==> config.mk <==
export PLATFORM = sky130hd
export DESIGN_NAME = cidr_address_allow_filter
export DESIGN_NICKNAME = d
export VERILOG_FILES = /design/src/rtl/cidr_pkg.sv /design/src/rtl/cidr_address_allow_filter.sv /design/src/rtl/cidr_table.sv /design/src/rtl/cidr_match.sv
export VERILOG_INCLUDE_DIRS = /design/src /design/src/rtl
export SDC_FILE = /design/constraint.sdc
export NUM_CORES = 2
export LEC_CHECK = 0
export ABC_AREA = 1
export BUFFER_PORTS_ARGS = -buffer_cell sky130_fd_sc_hd__clkbuf_2
export CAP_MARGIN = 20
export CORE_UTILIZATION = 34
export CTS_BUF_LIST = sky130_fd_sc_hd__clkbuf_4 sky130_fd_sc_hd__clkbuf_8
export DETAILED_ROUTE_END_ITERATION = 6
export GPL_ROUTABILITY_DRIVEN = 0
export PLACE_DENSITY = 0.51
export SETUP_SLACK_MARGIN = 0.3
export SLEW_MARGIN = 20
export SYNTH_ARGS = -nofsm -noshare
export SYNTH_HDL_FRONTEND = slang
export SYNTH_SLANG_ARGS = --single-unit
==> constraint.sdc <==
create_clock -name clk -period 10.45 [get_ports clk]
set_input_delay 2.6125 -clock clk [delete_from_list [all_inputs] [get_ports clk]]
set_output_delay 2.6125 -clock clk [all_outputs]
set_load 0.02 [all_outputs]
==> src/rtl/cidr_address_allow_filter_macros.svh <==
// Assertion macros used by the CIDR allow filter top level.
`ifndef CIDR_ADDRESS_ALLOW_FILTER_MACROS_SVH
`define CIDR_ADDRESS_ALLOW_FILTER_MACROS_SVH
`ifndef SYNTHESIS
// Same-cycle implication, disabled while reset is high.
`define CIDR_ASSERT_IMP(label, clk, rst, ante, cons) \
  label: assert property (@(posedge clk) disable iff (rst) (ante) |-> (cons)) \
    else $error("cidr filter: same-cycle check failed");
// Next-cycle implication, disabled while reset is high.
`define CIDR_ASSERT_NXT(label, clk, rst, ante, cons) \
  label: assert property (@(posedge clk) disable iff (rst) (ante) |=> (cons)) \
    else $error("cidr filter: next-cycle check failed");
`else
`define CIDR_ASSERT_IMP(label, clk, rst, ante, cons)
`define CIDR_ASSERT_NXT(label, clk, rst, ante, cons)
`endif
`endif

==> src/rtl/cidr_pkg.sv <==
// Shared types and constants of the CIDR allow filter.
`default_nettype none
package cidr_pkg;

  localparam int TABLE_DEPTH_DEFAULT = 16;
  localparam int ADDR_W = 128;
  localparam int HALF_W = 64;
  localparam int PREFIX_W = 8;

  localparam logic [1:0] OP_CLEAR = 2'd0;
  localparam logic [1:0] OP_ADD   = 2'd1;
  localparam logic [1:0] OP_CHECK = 2'd2;

  localparam logic [PREFIX_W-1:0] MAX_PREFIX_V4 = 8'd32;
  localparam logic [PREFIX_W-1:0] MAX_PREFIX_V6 = 8'd128;

  // One stored range.
  typedef struct packed {
    logic [HALF_W-1:0]   addr_high;
    logic [HALF_W-1:0]   addr_low;
    logic [PREFIX_W-1:0] prefix;
    logic                family;
  } entry_t;

endpackage
`default_nettype wire

==> src/rtl/cidr_address_allow_filter.sv <==
// Top level of the CIDR address allow filter: sequencer, table, compare unit and output register.
//
//  channel  direction  handshake            payload
//  in       in         in_valid / in_stall  op, is_ipv6, address_high, address_low,
//                                           prefix_length
//  out      out        out_valid / out_stall allowed, rejected
//
// Clear, add and unused op: ST_EXEC does the work, then ST_RESP loads the result register.
// Check: an empty table goes the same way; else ST_SCAN runs between the two; the
//   single read port of the table steps one entry per cycle into the compare unit,
//   and the scan stops early on the first hit.
// Reset empties the table at once (entry_count to zero); no clearing pass.
// in_stall is high during reset and whenever a transaction is in work; a result
//   waiting under out_stall holds the block in its response state.
`default_nettype none
`include "cidr_address_allow_filter_macros.svh"
module cidr_address_allow_filter #(
  parameter int TABLE_DEPTH = cidr_pkg::TABLE_DEPTH_DEFAULT
) (
  input  wire logic                          clk,
  input  wire logic                          rst,
  input  wire logic                          in_valid,
  output logic                               in_stall,
  input  wire logic [1:0]                    op,
  input  wire logic                          is_ipv6,
  input  wire logic [cidr_pkg::HALF_W-1:0]   address_high,
  input  wire logic [cidr_pkg::HALF_W-1:0]   address_low,
  input  wire logic [cidr_pkg::PREFIX_W-1:0] prefix_length,
  output logic                               out_valid,
  input  wire logic                          out_stall,
  output logic                               allowed,
  output logic                               rejected
);
  import cidr_pkg::*;

  // count holds 0..TABLE_DEPTH, index holds 0..TABLE_DEPTH-1
  localparam int CW = $clog2(TABLE_DEPTH + 1);
  localparam int IW = (TABLE_DEPTH > 1) ? $clog2(TABLE_DEPTH) : 1;

  typedef enum logic [3:0] {
    ST_IDLE = 4'b0001,
    ST_EXEC = 4'b0010,
    ST_SCAN = 4'b0100,
    ST_RESP = 4'b1000
  } state_t;

  state_t state, state_next;

  // latched transaction
  logic [1:0]          req_op;
  logic                req_family;
  logic [HALF_W-1:0]   req_high;
  logic [HALF_W-1:0]   req_low;
  logic [PREFIX_W-1:0] req_prefix;

  logic [CW-1:0] entry_count, count_next;
  logic [CW-1:0] scan_idx, scan_next;
  logic          cmp_valid, cmp_valid_next;
  logic          cmp_last, cmp_last_next;
  logic          res_allowed, res_allowed_next;
  logic          res_rejected, res_rejected_next;

  logic   wr_en;
  logic   rd_en;
  logic   load_out;
  logic   hit;
  logic   done_now;
  logic   too_long;
  logic   full;
  entry_t wr_data;
  entry_t rd_data;

  assign in_stall = rst || (state != ST_IDLE);

  assign too_long = req_family ? (req_prefix > MAX_PREFIX_V6) : (req_prefix > MAX_PREFIX_V4);
  assign full     = (entry_count == CW'(TABLE_DEPTH));
  assign wr_data  = '{addr_high: req_high, addr_low: req_low,
                      prefix: req_prefix, family: req_family};

  cidr_table #(
    .TABLE_DEPTH (TABLE_DEPTH)
  ) u_table (
    .clk     (clk),
    .wr_en   (wr_en),
    .wr_addr (entry_count[IW-1:0]),
    .wr_data (wr_data),
    .rd_en   (rd_en),
    .rd_addr (scan_idx[IW-1:0]),
    .rd_data (rd_data)
  );

  cidr_match u_match (
    .entry      (rd_data),
    .key_high   (req_high),
    .key_low    (req_low),
    .key_family (req_family),
    .hit        (hit)
  );

  // scan ends on a hit or once the last issued entry has been compared
  assign done_now = cmp_valid && (hit || cmp_last);

  always_comb begin
    state_next        = state;
    count_next        = entry_count;
    scan_next         = scan_idx;
    cmp_valid_next    = 1'b0;
    cmp_last_next     = cmp_last;
    res_allowed_next  = res_allowed;
    res_rejected_next = res_rejected;
    wr_en             = 1'b0;
    rd_en             = 1'b0;
    load_out          = 1'b0;
    unique case (state)
      ST_IDLE: begin
        if (in_valid) begin
          state_next = ST_EXEC;
        end
      end
      ST_EXEC: begin
        res_allowed_next  = 1'b0;
        res_rejected_next = 1'b0;
        state_next        = ST_RESP;
        unique case (req_op)
          OP_CLEAR: begin
            count_next = '0;
          end
          OP_ADD: begin
            if (too_long || full) begin
              res_rejected_next = 1'b1;
            end else begin
              wr_en      = 1'b1;
              count_next = entry_count + CW'(1);
            end
          end
          OP_CHECK: begin
            if (entry_count == '0) begin
              res_allowed_next = 1'b1;
            end else begin
              scan_next  = '0;
              state_next = ST_SCAN;
            end
          end
          default: begin
            // unused op: no effect, both flags low
          end
        endcase
      end
      ST_SCAN: begin
        if (done_now) begin
          res_allowed_next = hit;
          state_next       = ST_RESP;
        end else if (scan_idx != entry_count) begin
          // read entry scan_idx; it is compared next cycle
          rd_en          = 1'b1;
          scan_next      = scan_idx + CW'(1);
          cmp_valid_next = 1'b1;
          cmp_last_next  = ((scan_idx + CW'(1)) == entry_count);
        end
      end
      ST_RESP: begin
        if (!out_valid || !out_stall) begin
          load_out   = 1'b1;
          state_next = ST_IDLE;
        end
      end
      default: begin
        state_next = ST_IDLE;
      end
    endcase
  end

  always_ff @(posedge clk) begin
    if (rst) begin
      state       <= ST_IDLE;
      entry_count <= '0;
      cmp_valid   <= 1'b0;
      out_valid   <= 1'b0;
    end else begin
      state       <= state_next;
      entry_count <= count_next;
      cmp_valid   <= cmp_valid_next;
      if (load_out) begin
        out_valid <= 1'b1;
      end else if (!out_stall) begin
        out_valid <= 1'b0;
      end
    end
  end

  // payload registers
  always_ff @(posedge clk) begin
    if (state == ST_IDLE && in_valid) begin
      req_op     <= op;
      req_family <= is_ipv6;
      req_high   <= address_high;
      req_low    <= address_low;
      req_prefix <= prefix_length;
    end
    scan_idx     <= scan_next;
    cmp_last     <= cmp_last_next;
    res_allowed  <= res_allowed_next;
    res_rejected <= res_rejected_next;
    if (load_out) begin
      allowed  <= res_allowed;
      rejected <= res_rejected;
    end
  end

  `CIDR_ASSERT_IMP(a_count_bound, clk, rst, 1'b1, entry_count <= CW'(TABLE_DEPTH))
  `CIDR_ASSERT_IMP(a_read_in_range, clk, rst, rd_en, scan_idx < entry_count)
  `CIDR_ASSERT_IMP(a_cmp_in_scan, clk, rst, cmp_valid, state == ST_SCAN)
  `CIDR_ASSERT_IMP(a_one_flag, clk, rst, out_valid, !(allowed && rejected))
  `CIDR_ASSERT_NXT(a_add_grows, clk, rst, wr_en, entry_count == $past(entry_count) + CW'(1))

endmodule
`default_nettype wire

==> src/rtl/cidr_table.sv <==
// Range table storage: one write port, one registered read port.
`default_nettype none
module cidr_table #(
  parameter int TABLE_DEPTH = cidr_pkg::TABLE_DEPTH_DEFAULT,
  localparam int IW = (TABLE_DEPTH > 1) ? $clog2(TABLE_DEPTH) : 1
) (
  input  wire logic            clk,
  input  wire logic            wr_en,
  input  wire logic [IW-1:0]   wr_addr,
  input  wire cidr_pkg::entry_t wr_data,
  input  wire logic            rd_en,
  input  wire logic [IW-1:0]   rd_addr,
  output cidr_pkg::entry_t     rd_data
);
  import cidr_pkg::*;

  entry_t mem [TABLE_DEPTH];

  always_ff @(posedge clk) begin
    if (wr_en) begin
      mem[wr_addr] <= wr_data;
    end
    if (rd_en) begin
      rd_data <= mem[rd_addr];
    end
  end

endmodule
`default_nettype wire

==> src/rtl/cidr_match.sv <==
// Prefix compare unit: family check plus masked 128-bit compare.
`default_nettype none
module cidr_match (
  input  wire cidr_pkg::entry_t             entry,
  input  wire logic [cidr_pkg::HALF_W-1:0]  key_high,
  input  wire logic [cidr_pkg::HALF_W-1:0]  key_low,
  input  wire logic                         key_family,
  output logic                              hit
);
  import cidr_pkg::*;

  logic [ADDR_W-1:0] entry_addr;
  logic [ADDR_W-1:0] key_addr;
  logic [ADDR_W-1:0] lead;

  assign entry_addr = {entry.addr_high, entry.addr_low};
  assign key_addr   = {key_high, key_low};
  // leading-ones mask; prefix of 128 shifts every one out
  assign lead = ~({ADDR_W{1'b1}} >> entry.prefix);
  assign hit  = (entry.family == key_family) && (((entry_addr ^ key_addr) & lead) == '0);

endmodule
`default_nettype wire
# == Yosys cells after proc, flatten, opt, wreduce, memory -nomap -nowiden ==
# Memories as Yosys holds them, arrays and structs flattened. A register that Yosys moved wholly into a read port is not among the register bits.
# Index checks and enable logic that the tools add are counted.
# op_classes
add_sub_neg,2
magnitude_cmp,2
n_eq_ne,20
shift,1
muxes,31
bitwise_logic,4
n_reduce_logical,19
# op_table
operator,count
128-bit bitwise AND,1
128-bit logical NOT,1
128-bit inverter,1
128-bit by 8-bit >> shifter with 128-bit output (first input constant),1
128-bit XOR,1
5-bit two-way mux,5
4-bit two-way mux,5
5-bit one-hot mux with 2 select lines,2
1-bit two-way mux,17
2-bit != test (second input constant),8
4-bit one-hot mux with 4 select lines,1
5-bit by 1-bit adder with 5-bit output (second input constant),2
3-bit AND reduction,3
8-bit by 6-bit > comparator with 1-bit output (second input constant),1
8-bit > comparator (second input constant),1
5-bit equality test,1
5-bit equality test (second input constant),1
5-bit logical NOT,1
5-bit != test,1
5-bit AND reduction,1
4-bit by 1-bit equality test with 1-bit output (second input constant),1
4-bit by 2-bit equality test with 1-bit output (second input constant),1
4-bit by 3-bit equality test with 1-bit output (second input constant),1
4-bit equality test (second input constant),1
other kinds (13),20
# word_totals
reg_bits,160
ramBits,2192
input_bits,143
n_memories,1
# mem_list
name,words,width,rd,rd_clocked_by_memory_dff,write_ports,line_no,source
u_table.mem,16,137,1,1,1,cidr_table.sv:17,entry_t mem [TABLE_DEPTH];

# == Logic depth before layout (Yosys ltp) ==
# depth
word_depth,9
mapped_depth,20
ltp_nobuf,19

# == Cells and area by module ==
# From an unflattened synthesis, not the netlist that was laid out.
# unflattened
cells_unflattened,9287
hier_area_um2,103752.0
# modules_own_cells
module,instances,cells_each,area_per_inst_um2,seq_area_each_um2
cidr_table,1,8305,94937.3,69937.1
cidr_address_allow_filter,1,301,5415.2,4694.5
cidr_match,1,681,3399.5,0.0

# == Least setup slack after synthesis ==
# No wires, ideal clock.
# synth_timing
kind,input to register
start,input in_valid
end,"register req_family, enable pin"
setup_ns,0.640
t_arrival_ns,8.419
path_slack_ns,1.391
cell_stages,2
path_buffers,0
cell_sequence,inv_1 > nor2_1
# synth_between
elab_chain_cells,1
# synth_rtl
item,line_no,source
start: declaration,cidr_address_allow_filter.sv:22,"input wire logic in_valid,"
1-bit logical AND,cidr_address_allow_filter.sv:193,if (state == ST_IDLE && in_valid) begin
end signal: assignment,cidr_address_allow_filter.sv:195,req_family <= is_ipv6;
end: declaration,cidr_address_allow_filter.sv:51,logic req_family;
# No other way between the ends.
# A chain may end at the register's enable or synchronous reset.

# == Worst setup path in the final report ==
# layout_timing
start,input rst
end,output in_stall
# layout_between
elab_chain_cells,1
# layout_rtl
item,line_no,source
start: declaration,cidr_address_allow_filter.sv:21,"input wire logic rst,"
1-bit logical OR,cidr_address_allow_filter.sv:73,assign in_stall = rst || (state != ST_IDLE);
end: declaration,cidr_address_allow_filter.sv:23,"output logic in_stall,"
# No other way between the ends.

==> reports/metrics.cfg <==
[logic_synthesis]
syn_nets = 7433
synthAdderAreaFrac_pct = 0.0644
synth-simple-area-share_pct = 7.90
yosys_warnings = 0
synth_compound_area_share_pct = 11.9
synth_cell_types = 44
synth-xor-area-share_pct = 0.875
synth_area_um2 = 97100
syn_inst = 7285
ys_async_sr_fraction_pct = 0
synthMuxAreaShare_pct = 0
ys_seq_elements = 2489
synth_top_family_by_area = compound AO/OA/AOI/OAI gates
ys_seq_area_share_pct = 76.9
synthFlopType = edfxtp_1
synth_edf_count = 2478
synth_area_per_cell_um2 = 13.3

[sta]
fin_worst_skew_ns = 0.102
final_hold_viol_count = 0
slew_violations = 0
relSlewSlack_pct = 16.6
worst_slew_pin_slew_ns = 1.25
rsz0062_at_grt = no
period_minus_slack_ns = 5.83
fmax_mhz = 172
timing.final.crit_share_pct = 55.8
setup_viol = 0
setup_tns_ns = 0

[setup_path]
crit_path_end_kind = output port
cp_data_required_time_ns = 7.84
cpMostUsedCell = clkbuf_2
crit_start = rst
r2r-end = u_table.mem[2][8]
rr_worst_depth = 8
rrSetupSlack_ns = 4.92
path_cells = clkbuf_2 > inv_1 > nand2_1 > clkbuf_2
arrival_ns = 3.22
cp_slowest_cell = clkbuf_2
worstSetupPathType = input port to output port
critical_path.endpoint = in_stall
start_kind = input port
slowest_delay_ns = 0.17
worstReg2RegStart = req_prefix[0]
cp_max_fo = 6

[floorplanning]
io_pins = 147
coreArea_um2 = 283000
die_y_um = 536
dieArea_um2 = 288000
die_w_um = 536
start_util_pct = 34.3
rows = 195

[finish]
final_cell_mix = 2,478 x edfxtp_1, 1,481 x nor2_1, 1,328 x o21ai_0
drive_gt1_share_pct = 12.3
nets = 7661
layout_commonest_cell = edfxtp_1
syn2layout_area_growth_pct = 13.3
final_cells = 11579

[clock_network]
htree_levels = 5
clock_latency_ns = 1.05
cts_resized = 0
cts_made_buffers = 414
cts_num_sinks = 2489
tritoncts = built
hold_buffers = 0
clock_path_buffers = 4
clk_pin_slew_ns = 0.06
clock-root-buffer = clkbuf_8
post_cts_buffers = 0

[power_and_ir_drop]
power_uw = 20100
p_leak_uw = 0.0352
peakVddDrop_v = 0.0000999
power_density_nw_per_um2 = 182

[global_route]
grt.overflow.total = 0
grt_pass1_wl_um = 410000
grt_use_total_pct = 19.2
antenna_found_initial = 18
grt_pass1_vias = 60044
grt_max_degree = 207

[routing]
routed-via-count = 61280
antenna_left = 0
drc = 2
dr.pass1.iters = 7
wl_um = 283000
viasPerCell = 5.29
avgRoutedWirePerCell_um = 24.5
drtIter0Drc = 5911

[placement]
port_buffers = 146
dp.cells = 10838
place_hpwl_um = 142000

[run_status]
violations = design-rule violations
outcome = finished with violations

[min_path]
hp-class = register to register
holdPathStages = 0

[job]
maxCapViolations = 0

-- worst min path at each step --
stage,slack (ns),end,from
6_report,0.50,rejected,res_rejected
5_1_grt,0.51,allowed,res_allowed
4_1_cts,0.50,allowed,res_allowed
3_5_place_dp,0.45,allowed,res_allowed
3_3_place_gp,0.49,rejected,res_rejected
2_1_floorplan,0.40,allowed,res_allowed
-- worst max-delay path, delay by kind of cell --
family	cells	cell delay [ns]
buf+inv	3	0.48
simple gates	1	0.12
-- area by class of cell --
cell class	instances	area, µm²
Tap cell	3743	4680
Clock inverter	181	1080
Multi-Input combinational cell	4203	20300
Antenna cell	5	12.5
Clock buffer	553	6770
Sequential cell	2489	74600
Fill cell	26792	173000
Inverter	126	507
Timing Repair Buffer	279	2040
-- kinds of logic after synthesis --
kind of cell / Yosys count
buffers and inverters: 593
flip-flops: 2489
adder cells (fa/ha/maj): 5
AO/OA/AOI/OAI: 2129
AND/OR/NAND/NOR: 1972
XOR/XNOR: 97
-- metrics by stage --
step / instance area (µm²) / hold slack [ns] / setup slack, ns / utilization [%]
floorplan: 97100 / 0.400 / 1.39 / -
CTS: 110000 / 0.497 / 4.61 / 38.9
finish: 110000 / 0.504 / 4.62 / 38.9
detailed placement: 102000 / 0.451 / 4.61 / 36.1
global route: 110000 / 0.505 / 4.55 / 38.9
global placement: 102000 / 0.489 / 4.62 / 36.1
-- sequential cells by signal, summed over array words and instances, names as in the netlist, 2 cells and up --
signal	count
u_table.mem	2192
u_table.rd_data	137
req_high	64
req_low	64
req_prefix	8
entry_count	5
scan_idx	5
state	4
req_op	2
-- synthesized netlist by cell type (11+ instances only) --
master       n  area share [%]
edfxtp_1  2478              77
nor2_1    1499             5.8
o21ai_0   1328             6.8
o22ai_1    650             4.2
clkbuf_1   407             1.6
nand2_1    387             1.5
inv_1      121            0.47
a21oi_1     98            0.51
xor2_1      56            0.51
xnor2_1     41            0.37
a22oi_1     38            0.29
buf_1       37            0.14
nand3_1     35            0.18
buf_2       14           0.072
dfxtp_1     11            0.23
-- report_power, final --
| group | internal, µW | leakage (µW) | switching (µW) |
|---|---|---|---|
| logic | 87.6 | 0.00866 | 297 |
| registers | 11200 | 0.0224 | 196 |
| clock network | 4380 | 0.00415 | 3920 |
| total | 15600 | 0.0352 | 4410 |
-- routing by layer --
layer	global-route usage, %	vias to the layer above	routed length, µm
li1	-	27504	-
met1	27.5	31215	128000
met2	30.5	2135	131000
met3	2.92	424	18200
met4	5.06	2	6190
met5	0	-	18
No activity file was read; power rests on OpenSTA's default activity.
